==> src/sv/brf_pkg.sv <==
`timescale 1ns / 1ps
`default_nettype none
// ----------------------------------------------------------------------------
// brf_pkg
// Shared types and constants of the bisection root finder.
// ----------------------------------------------------------------------------
package brf_pkg;

  localparam int WORD_WIDTH_DEF = 32;
  localparam int ITER_W         = 16;
  localparam int TOL_W          = 31;
  localparam int CFG_IDX_W      = 1;
  localparam int CFG_DATA_W     = 31;

  localparam logic [TOL_W-1:0]  TOL_RESET        = 31'd66;
  localparam logic [ITER_W-1:0] ITER_LIMIT_RESET = 16'd64;

  localparam logic [CFG_IDX_W-1:0] REG_TOLERANCE  = 1'd0;
  localparam logic [CFG_IDX_W-1:0] REG_ITER_LIMIT = 1'd1;

  typedef enum logic {
    CMD_START = 1'b0,
    CMD_VALUE = 1'b1
  } cmd_t;

  typedef enum logic [1:0] {
    PH_IDLE     = 2'd0,
    PH_WAIT_A   = 2'd1,
    PH_WAIT_B   = 2'd2,
    PH_WAIT_MID = 2'd3
  } phase_t;

  typedef enum logic [1:0] {
    KIND_EVAL    = 2'd0,
    KIND_ROOT    = 2'd1,
    KIND_FAIL    = 2'd2,
    KIND_IGNORED = 2'd3
  } kind_t;

  typedef struct packed {
    phase_t              phase;
    logic [ITER_W-1:0]   step_count;
  } brf_ctl_t;

  typedef struct packed {
    kind_t               kind;
    logic [ITER_W-1:0]   iterations;
  } brf_res_t;

endpackage
`default_nettype wire

==> src/sv/brf_step.sv <==
`timescale 1ns / 1ps
`default_nettype none
// ----------------------------------------------------------------------------
// brf_step
// One search step: next search state and the result for one transaction.
// ----------------------------------------------------------------------------
module brf_step #(
  parameter int WORD_WIDTH = brf_pkg::WORD_WIDTH_DEF
) (
  input  logic                        cmd,
  input  logic [WORD_WIDTH-1:0]       left_bound,
  input  logic [WORD_WIDTH-1:0]       right_bound,
  input  logic [WORD_WIDTH-1:0]       func_value,
  input  logic [brf_pkg::TOL_W-1:0]   tolerance,
  input  logic [brf_pkg::ITER_W-1:0]  iteration_limit,
  input  brf_pkg::brf_ctl_t           ctl,
  input  logic [WORD_WIDTH-1:0]       low_end,
  input  logic [WORD_WIDTH-1:0]       high_end,
  input  logic [WORD_WIDTH-1:0]       low_value,
  input  logic [WORD_WIDTH-1:0]       high_value,
  input  logic [WORD_WIDTH-1:0]       midpoint,
  output brf_pkg::brf_ctl_t           ctl_nxt,
  output logic [WORD_WIDTH-1:0]       low_end_nxt,
  output logic [WORD_WIDTH-1:0]       high_end_nxt,
  output logic [WORD_WIDTH-1:0]       low_value_nxt,
  output logic [WORD_WIDTH-1:0]       high_value_nxt,
  output logic [WORD_WIDTH-1:0]       midpoint_nxt,
  output brf_pkg::brf_res_t           res,
  output logic [WORD_WIDTH-1:0]       point
);
  import brf_pkg::*;

  localparam int W  = WORD_WIDTH;
  localparam int CW = (W - 1 > TOL_W) ? W - 1 : TOL_W;

  // saturated magnitude
  function automatic logic [W-2:0] sat_abs(input logic [W-1:0] x);
    logic [W-1:0] m;
    m = x[W-1] ? (~x + 1'b1) : x;
    sat_abs = m[W-1] ? {(W-1){1'b1}} : m[W-2:0];
  endfunction

  function automatic logic opposite(input logic [W-1:0] x, input logic [W-1:0] y);
    logic x_pos;
    logic y_pos;
    x_pos = !x[W-1] && (|x);
    y_pos = !y[W-1] && (|y);
    opposite = (x_pos && y[W-1]) || (x[W-1] && y_pos);
  endfunction

  // floor((x + y) / 2) without overflow
  function automatic logic [W-1:0] floor_mid(input logic [W-1:0] x, input logic [W-1:0] y);
    floor_mid = {x[W-1], x[W-1:1]} + {y[W-1], y[W-1:1]} + W'(x[0] & y[0]);
  endfunction

  function automatic logic [W-2:0] width_sat(input logic [W-1:0] x, input logic [W-1:0] y);
    logic [W:0] xe;
    logic [W:0] ye;
    logic [W:0] d;
    xe = {x[W-1], x};
    ye = {y[W-1], y};
    d  = ($signed(xe) < $signed(ye)) ? (ye - xe) : (xe - ye);
    width_sat = (|d[W:W-1]) ? {(W-1){1'b1}} : d[W-2:0];
  endfunction

  logic              fv_small;
  logic              lv_fv_opp;
  logic              hv_fv_opp;
  logic              lo_mid_sel;
  logic              hi_mid_sel;
  logic [W-1:0]      lo_e_upd;
  logic [W-1:0]      hi_e_upd;
  logic              narrow;
  logic [ITER_W-1:0] step_inc;
  logic              limit_hit;
  logic              limit_zero;
  logic [W-1:0]      mid_start;
  logic [W-1:0]      mid_next;
  phase_t            phase_nxt;
  logic [ITER_W-1:0] step_count_nxt;

  assign fv_small   = CW'(sat_abs(func_value)) < CW'(tolerance);
  assign lv_fv_opp  = opposite(low_value, func_value);
  assign hv_fv_opp  = opposite(high_value, func_value);
  assign hi_mid_sel = lv_fv_opp;
  assign lo_mid_sel = !lv_fv_opp && hv_fv_opp;
  assign lo_e_upd   = lo_mid_sel ? midpoint : low_end;
  assign hi_e_upd   = hi_mid_sel ? midpoint : high_end;
  assign narrow     = CW'(width_sat(lo_e_upd, hi_e_upd)) < CW'(tolerance);
  assign step_inc   = ctl.step_count + 1'b1;
  assign limit_hit  = step_inc >= iteration_limit;
  assign limit_zero = iteration_limit == '0;
  assign mid_start  = floor_mid(low_end, high_end);
  assign mid_next   = floor_mid(lo_e_upd, hi_e_upd);

  assign ctl_nxt = '{phase: phase_nxt, step_count: step_count_nxt};

  // next phase
  always_comb begin
    phase_nxt = ctl.phase;
    if (cmd == CMD_START) begin
      phase_nxt = PH_WAIT_A;
    end else begin
      unique case (ctl.phase)
        PH_WAIT_A: begin
          phase_nxt = fv_small ? PH_IDLE : PH_WAIT_B;
        end
        PH_WAIT_B: begin
          phase_nxt = (fv_small || !lv_fv_opp || limit_zero) ? PH_IDLE : PH_WAIT_MID;
        end
        PH_WAIT_MID: begin
          phase_nxt = (fv_small || narrow || limit_hit) ? PH_IDLE : PH_WAIT_MID;
        end
        PH_IDLE: begin
          phase_nxt = PH_IDLE;
        end
      endcase
    end
  end

  // datapath and result
  always_comb begin
    step_count_nxt = ctl.step_count;
    low_end_nxt    = low_end;
    high_end_nxt   = high_end;
    low_value_nxt  = low_value;
    high_value_nxt = high_value;
    midpoint_nxt   = midpoint;
    res.kind       = KIND_IGNORED;
    res.iterations = '0;
    point          = '0;
    if (cmd == CMD_START) begin
      low_end_nxt    = left_bound;
      high_end_nxt   = right_bound;
      step_count_nxt = '0;
      res.kind       = KIND_EVAL;
      point          = left_bound;
    end else begin
      unique case (ctl.phase)
        PH_WAIT_A: begin
          low_value_nxt = func_value;
          res.kind      = fv_small ? KIND_ROOT : KIND_EVAL;
          point         = fv_small ? low_end : high_end;
        end
        PH_WAIT_B: begin
          high_value_nxt = func_value;
          priority if (fv_small) begin
            res.kind = KIND_ROOT;
            point    = high_end;
          end else if (!lv_fv_opp || limit_zero) begin
            res.kind = KIND_FAIL;
          end else begin
            step_count_nxt = '0;
            midpoint_nxt   = mid_start;
            res.kind       = KIND_EVAL;
            point          = mid_start;
          end
        end
        PH_WAIT_MID: begin
          if (fv_small) begin
            res.kind       = KIND_ROOT;
            res.iterations = ctl.step_count;
            point          = midpoint;
          end else begin
            low_end_nxt  = lo_e_upd;
            high_end_nxt = hi_e_upd;
            if (lo_mid_sel) begin
              low_value_nxt = func_value;
            end
            if (hi_mid_sel) begin
              high_value_nxt = func_value;
            end
            priority if (narrow) begin
              res.kind       = KIND_ROOT;
              res.iterations = ctl.step_count;
              point          = midpoint;
            end else if (limit_hit) begin
              step_count_nxt = step_inc;
              res.kind       = KIND_FAIL;
            end else begin
              step_count_nxt = step_inc;
              midpoint_nxt   = mid_next;
              res.kind       = KIND_EVAL;
              point          = mid_next;
            end
          end
        end
        PH_IDLE: begin
          res.kind = KIND_IGNORED;
        end
      endcase
    end
  end

endmodule
`default_nettype wire

==> src/sv/bisection_root_finder_top.sv <==
`timescale 1ns / 1ps
`default_nettype none
// ----------------------------------------------------------------------------
// bisection_root_finder_top
// Bisection root finder in signed Q16.16 that drives an external evaluator.
// ----------------------------------------------------------------------------
// Every input transaction yields exactly one result transaction: a start
// (command 0) asks for f at the left bound; each returned value (command 1)
// yields the next point to evaluate, the root with its iteration index, a
// failure, or an ignored result while no search runs. An input transaction
// is registered, then the step logic updates the search state and loads the
// output register; one transaction is taken every cycle while the output
// side keeps up. In a search loop the round trip through the external
// evaluator sets the pace, since each value answers the previous request.
// The user must write tolerance and iteration limit through the cfg port
// only while no search transaction is in flight; the block does not check.
module bisection_root_finder_top #(
  parameter int WORD_WIDTH = brf_pkg::WORD_WIDTH_DEF
) (
  input  logic                          clk,
  input  logic                          rst_n,
  input  logic                          in_valid,
  output logic                          in_ready,
  input  logic                          in_command,
  input  logic [WORD_WIDTH-1:0]         in_left_bound,
  input  logic [WORD_WIDTH-1:0]         in_right_bound,
  input  logic [WORD_WIDTH-1:0]         in_func_value,
  output logic                          out_valid,
  input  logic                          out_ready,
  output brf_pkg::kind_t                out_kind,
  output logic [WORD_WIDTH-1:0]         out_point,
  output logic [brf_pkg::ITER_W-1:0]    out_iterations,
  input  logic                          cfg_we,
  input  logic [brf_pkg::CFG_IDX_W-1:0] cfg_index,
  input  logic [brf_pkg::CFG_DATA_W-1:0] cfg_wdata
);
  import brf_pkg::*;

  localparam int W = WORD_WIDTH;

  logic [TOL_W-1:0]  tolerance_r;
  logic [ITER_W-1:0] iter_limit_r;

  logic              in_valid_r;
  logic              cmd_r;
  logic [W-1:0]      left_r;
  logic [W-1:0]      right_r;
  logic [W-1:0]      fv_r;

  brf_ctl_t          ctl_r;
  logic [W-1:0]      low_end_r;
  logic [W-1:0]      high_end_r;
  logic [W-1:0]      low_value_r;
  logic [W-1:0]      high_value_r;
  logic [W-1:0]      midpoint_r;

  brf_ctl_t          ctl_nxt;
  logic [W-1:0]      low_end_nxt;
  logic [W-1:0]      high_end_nxt;
  logic [W-1:0]      low_value_nxt;
  logic [W-1:0]      high_value_nxt;
  logic [W-1:0]      midpoint_nxt;
  brf_res_t          res_nxt;
  logic [W-1:0]      point_nxt;

  logic              out_valid_r;
  brf_res_t          res_r;
  logic [W-1:0]      point_r;

  logic              advance;
  logic              in_take;
  logic              step_fire;

  assign advance   = !out_valid_r || out_ready;
  assign in_ready  = !in_valid_r || advance;
  assign in_take   = in_valid && in_ready;
  assign step_fire = in_valid_r && advance;

  // configuration registers
  always_ff @(posedge clk) begin
    if (!rst_n) begin
      tolerance_r  <= TOL_RESET;
      iter_limit_r <= ITER_LIMIT_RESET;
    end else if (cfg_we) begin
      unique case (cfg_index)
        REG_TOLERANCE:  tolerance_r  <= cfg_wdata[TOL_W-1:0];
        REG_ITER_LIMIT: iter_limit_r <= cfg_wdata[ITER_W-1:0];
      endcase
    end
  end

  // input register
  always_ff @(posedge clk) begin
    if (!rst_n) begin
      in_valid_r <= 1'b0;
    end else if (in_take) begin
      in_valid_r <= 1'b1;
    end else if (advance) begin
      in_valid_r <= 1'b0;
    end
  end

  always_ff @(posedge clk) begin
    if (in_take) begin
      cmd_r   <= in_command;
      left_r  <= in_left_bound;
      right_r <= in_right_bound;
      fv_r    <= in_func_value;
    end
  end

  brf_step #(
    .WORD_WIDTH(W)
  ) u_step (
    .cmd             (cmd_r),
    .left_bound      (left_r),
    .right_bound     (right_r),
    .func_value      (fv_r),
    .tolerance       (tolerance_r),
    .iteration_limit (iter_limit_r),
    .ctl             (ctl_r),
    .low_end         (low_end_r),
    .high_end        (high_end_r),
    .low_value       (low_value_r),
    .high_value      (high_value_r),
    .midpoint        (midpoint_r),
    .ctl_nxt         (ctl_nxt),
    .low_end_nxt     (low_end_nxt),
    .high_end_nxt    (high_end_nxt),
    .low_value_nxt   (low_value_nxt),
    .high_value_nxt  (high_value_nxt),
    .midpoint_nxt    (midpoint_nxt),
    .res             (res_nxt),
    .point           (point_nxt)
  );

  // search state
  always_ff @(posedge clk) begin
    if (!rst_n) begin
      ctl_r.phase      <= PH_IDLE;
      ctl_r.step_count <= '0;
      low_end_r        <= '0;
      high_end_r       <= '0;
      low_value_r      <= '0;
      high_value_r     <= '0;
      midpoint_r       <= '0;
    end else if (step_fire) begin
      ctl_r        <= ctl_nxt;
      low_end_r    <= low_end_nxt;
      high_end_r   <= high_end_nxt;
      low_value_r  <= low_value_nxt;
      high_value_r <= high_value_nxt;
      midpoint_r   <= midpoint_nxt;
    end
  end

  // output register
  always_ff @(posedge clk) begin
    if (!rst_n) begin
      out_valid_r <= 1'b0;
    end else if (advance) begin
      out_valid_r <= in_valid_r;
    end
  end

  always_ff @(posedge clk) begin
    if (step_fire) begin
      res_r   <= res_nxt;
      point_r <= point_nxt;
    end
  end

  assign out_valid      = out_valid_r;
  assign out_kind       = res_r.kind;
  assign out_iterations = res_r.iterations;
  assign out_point      = point_r;

endmodule
`default_nettype wire

==> config.mk <==
export PLATFORM = sky130hd
export DESIGN_NAME = bisection_root_finder_top
export DESIGN_NICKNAME = d
export VERILOG_FILES = /design/src/sv/brf_pkg.sv /design/src/sv/brf_step.sv /design/src/sv/bisection_root_finder_top.sv
export SDC_FILE = /design/constraint.sdc
export NUM_CORES = 1
export LEC_CHECK = 0
export ABC_CLOCK_PERIOD_IN_PS = 9300
export BUFFER_PORTS_ARGS = -buffer_cell sky130_fd_sc_hd__buf_2
export CORE_MARGIN = 5
export CORE_UTILIZATION = 50
export DETAILED_ROUTE_END_ITERATION = 7
export PLACE_DENSITY = 0.79
export SETUP_SLACK_MARGIN = 0.4
export SLEW_MARGIN = 20
export SYNTH_ARGS = -nofsm -noshare
export SYNTH_HDL_FRONTEND = slang
export SYNTH_SLANG_ARGS = --single-unit
==> constraint.sdc <==
create_clock -name clk -period 9.3 [get_ports clk]
set_input_delay 0.465 -clock clk [delete_from_list [all_inputs] [get_ports clk]]
set_output_delay 0.465 -clock clk [all_outputs]
set_load 0.02 [all_outputs]
==> key figures <==
Timing
  • Worst-margin pin slew: 1.21 ns
  • Final worst-path cycle share: 92.4%
  • Slew headroom: 19.5%
  • Final setup margin: 0.705 ns
  • RSZ-0062 raised after global routing: false
  • Final Hold Fails: 0
  • Fmax: 0.116 GHz
  • Crit path time final: 8.59 ns
  • Worst Clk Skew: 0.0268 ns
  • Final Setup Violations: 0
  • Max-slew violations: 0
  • Setup TNS: 0 ns

Final layout
  • Final Cell Area: 30000 µm²
  • Diodes inserted: 0
  • Commonest non-fill, non-tap cell in the layout: nand2_1
  • Layout cell share with drive strength beyond 1: 14.1%
  • Total Nets Final: 3732
  • Most frequent cells in the layout: nand2_1 (528), a21oi_1 (372), dfxtp_1 (227), ha_1 (202), buf_2 (185)
  • Area grow syn2layout: 14.1%

Drt
  • Router iterations before antenna repair: 8
  • Post-route ant nets: 0
  • DRT Wirelength: 94100 µm
  • Uppermost layer routed: met4
  • Met2 WL: 40200 µm
  • Initial drt markers: 4091
  • Via count: 26.5k
  • DRC viols: 0
  • Vias per cell: 6.44
  • Routed met3 length: 11800 µm
  • WL/cell: 22.9 µm
  • Met1 wire length: 37300 µm

Setup path
  • Critical path class: register to register
  • WP data arrival: 8.86 ns
  • Worst setup EP type: register
  • Reg2Reg Capture Point: out_kind[1]$_SDFFCE_PN0P_
  • Crit-path max cell delay: 0.61 ns
  • Reg2reg setup slack: 0.71 ns
  • Worst EP required: 9.57 ns
  • Critical Path Most Common Cell: buf_4
  • Critical path startpoint category: register
  • Worst R2R Start: fv_r[21]$_DFFE_PP_
  • Crit-path leading delay family: simple AND/OR/NAND/NOR gates
  • Buf/Inv on CP: 5
  • R2R cell count: 33
  • Slowest stage cell, crit path: or4_1
  • Crit-path max FO: 30
  • Worst path depth: 33

Place
  • Routability congestion estimate: 1.01
  • Cell Area, Placed: 28400 µm²
  • Place WS: 0.175 ns
  • Hpwl dp: 68700 µm
  • # port buffers: 185

Global route
  • Congestion Overflow GR: 0
  • Antenna violations before repair: 0
  • Pin count of the biggest net entering global routing: 107
  • First-pass GRT wire length: 142000 µm
  • Total GRT Usage: 31.0%
  • Vias in the first global route: 24.4k

Yosys
  • Cell variety after synth: 110
  • Post-Synthesis Cells: 3216
  • Netlist Area Pre-Place: 26300 µm²
  • EDFF count, synth: 147
  • Syn nets: 3559
  • Syn avg cell area: 8.19 µm²
  • Async SR Flop Fraction: 0%
  • Register area share after synthesis: 34.0%
  • Largest cells by area after synthesis: dfxtp_1 (17%), edfxtp_1 (17%), ha_1 (9.6%), nand2_1 (7.5%), a21oi_1 (7.1%)
  • Synthesis warning total: 0
  • Prevailing post-synth register cell: dfxtp_1
  • Synth area leader: dfxtp_1
  • Yosys reg bits: 374
  • Yosys top cell area share: 17.3%

Clock tree
  • CTS buffer count: 42
  • Clk buf depth: 3
  • Num Clock Sinks: 374
  • # hold bufs at CTS: 0
  • CTS tree: yes
  • CTS root buffer: clkbuf_16
  • Clock Latency Late Sink: 0.58 ns
  • Worst-path clk slew: 0.06 ns
  • H-Tree Depth: 2

Die
  • Ports: 186
  • # rows: 84
  • Die X: 239 µm
  • Chip Height: 239 µm
  • Die Area: 57400 µm²
  • Initial core utilization: 50.3%
  • Core area: 52300 µm²

Power and ir drop
  • Max VDD drop: 0.123 mV
  • Leakage: 12.6 nW
  • Cell area power density: 164 nW/µm²

Min path
  • Hold Path Sink: left_r[20]$_DFFE_PP_
  • Hold Crit Start: in_left_bound[20]
  • WHS Path Cells: 1
  • Worst Hold Class: primary input to register

Run status
  • Outcome: completed

Run
  • Max Cap Viol: 0
[per-layer routing]
layer  vias up  track usage [%]
li1      11978                -
met1     12311             43.1
met2      1820             46.6
met3       367             7.20
met4         0             13.0
met5         -                0
[registers in the layout (all words and copies together), names as in the netlist]
register and cells:
tolerance_r 31, high_end_r 32, left_r 32, cmd_r 1
midpoint_r 32, low_value_r 32, right_r 32, out_iterations 16
ctl_r 18, iter_limit_r 16, out_point 32, high_value_r 32
low_end_r 32, fv_r 32, out_kind 2, in_valid_r 1
out_valid 1
[stage by stage]
| step | hold slack [ns] | instances | power, mW | utilization [%] |
|---|---|---|---|---|
| after floorplan | 0.436 | 3216 | 2.71 | - |
| after global placement | 0.442 | 4022 | 3.16 | 54.1 |
| after detailed placement | 0.446 | 4022 | 3.16 | 54.2 |
| after CTS | 0.0490 | 4103 | 4.83 | 56.9 |
| after global routing | 0.0477 | 4110 | 5.10 | 57.4 |
| final | 0.0580 | 4110 | 4.93 | 57.4 |
[worst max path at each step]
| stage | startpoint | slack [ns] | endpoint |
|---|---|---|---|
| after detailed placement | fv_r[6]$_DFFE_PP_ | 0.18 | out_point[22]$_DFFE_PP_ |
| after global routing | fv_r[20]$_DFFE_PP_ | 0.37 | midpoint_r[30]$_SDFFE_PN0P_ |
| after CTS | fv_r[6]$_DFFE_PP_ | 0.43 | out_point[26]$_DFFE_PP_ |
| after global placement | fv_r[16]$_DFFE_PP_ | 0.14 | out_point[12]$_DFFE_PP_ |
| after floorplan | fv_r[16]$_DFFE_PP_ | 1.18 | out_point[0]$_DFFE_PP_ |
| final | fv_r[21]$_DFFE_PP_ | 0.71 | out_kind[1]$_SDFFCE_PN0P_ |
[cells in the mapped netlist, types with 9 or more instances]
master / count
nand2_1: 529
a21oi_1: 374
dfxtp_1: 227
ha_1: 203
inv_1: 177
nor2_1: 164
o21ai_0: 158
edfxtp_1: 147
clkbuf_1: 131
mux2i_1: 93
o211ai_1: 71
nor3_1: 68
nand3_1: 65
xnor2_1: 62
buf_2: 39
xor2_1: 39
nor2b_1: 37
and3_1: 33
nor4_1: 33
nand2b_1: 31
nand4_1: 31
o21a_1: 28
a21o_1: 27
a31oi_1: 24
a211oi_1: 21
o21bai_1: 21
a221oi_1: 20
o22ai_1: 18
o31ai_1: 18
a221o_1: 17
o21ai_1: 17
or3_1: 17
buf_1: 15
o221ai_1: 13
and2_1: 12
or2_2: 12
a21boi_0: 10
o31a_1: 10
o41ai_1: 10
or4_1: 9
[cell families (layout without fill, tap and decap cells)]
group	count (synthesis)	count (layout)	synth area share [%]
fa+ha+maj	209	209	10.1
compound gates	974	975	23.8
simple gates	1093	1093	19.4
flops	374	374	34.0
buf+inv	369	574	5.58
xor+xnor	101	101	3.36
mux	96	96	3.66
[where the power goes]
part | switching, mW | internal, mW | total [mW] | leakage, nW
registers | 0.0476 | 1.76 | 1.81 | 3.25
clock network | 0.697 | 0.967 | 1.66 | 0.666
logic | 0.907 | 0.543 | 1.45 | 8.64
total | 1.65 | 3.27 | 4.93 | 12.6
[repair_timing]
item,CTS,global route
setup buffers,4,6
pin swaps,2,4
endpoints found under the setup margin,23,99
resized for setup,5,36
cloned,0,1
[worst register-to-register path: cells and delay by family, from the launching register on]
family	cells	cell delay [ns]
adders and majority gates	2	0.62
muxes	2	0.53
DFF	1	0.49
and+or+nand+nor	14	2.88
buffers and inverters	5	0.98
AOI/OAI and AO/OA	10	2.80
[final cells by class]
| type | instances | area [µm²] |
|---|---|---|
| Multi-Input combinational cell | 2474 | 16200 |
| Tap cell | 688 | 861 |
| Fill cell | 4660 | 22300 |
| Clock inverter | 21 | 190 |
| Timing Repair Buffer | 319 | 2020 |
| Inverter | 178 | 673 |
| Sequential cell | 374 | 8960 |
| Clock buffer | 56 | 1160 |
Power figures use the tool's default switching activity.
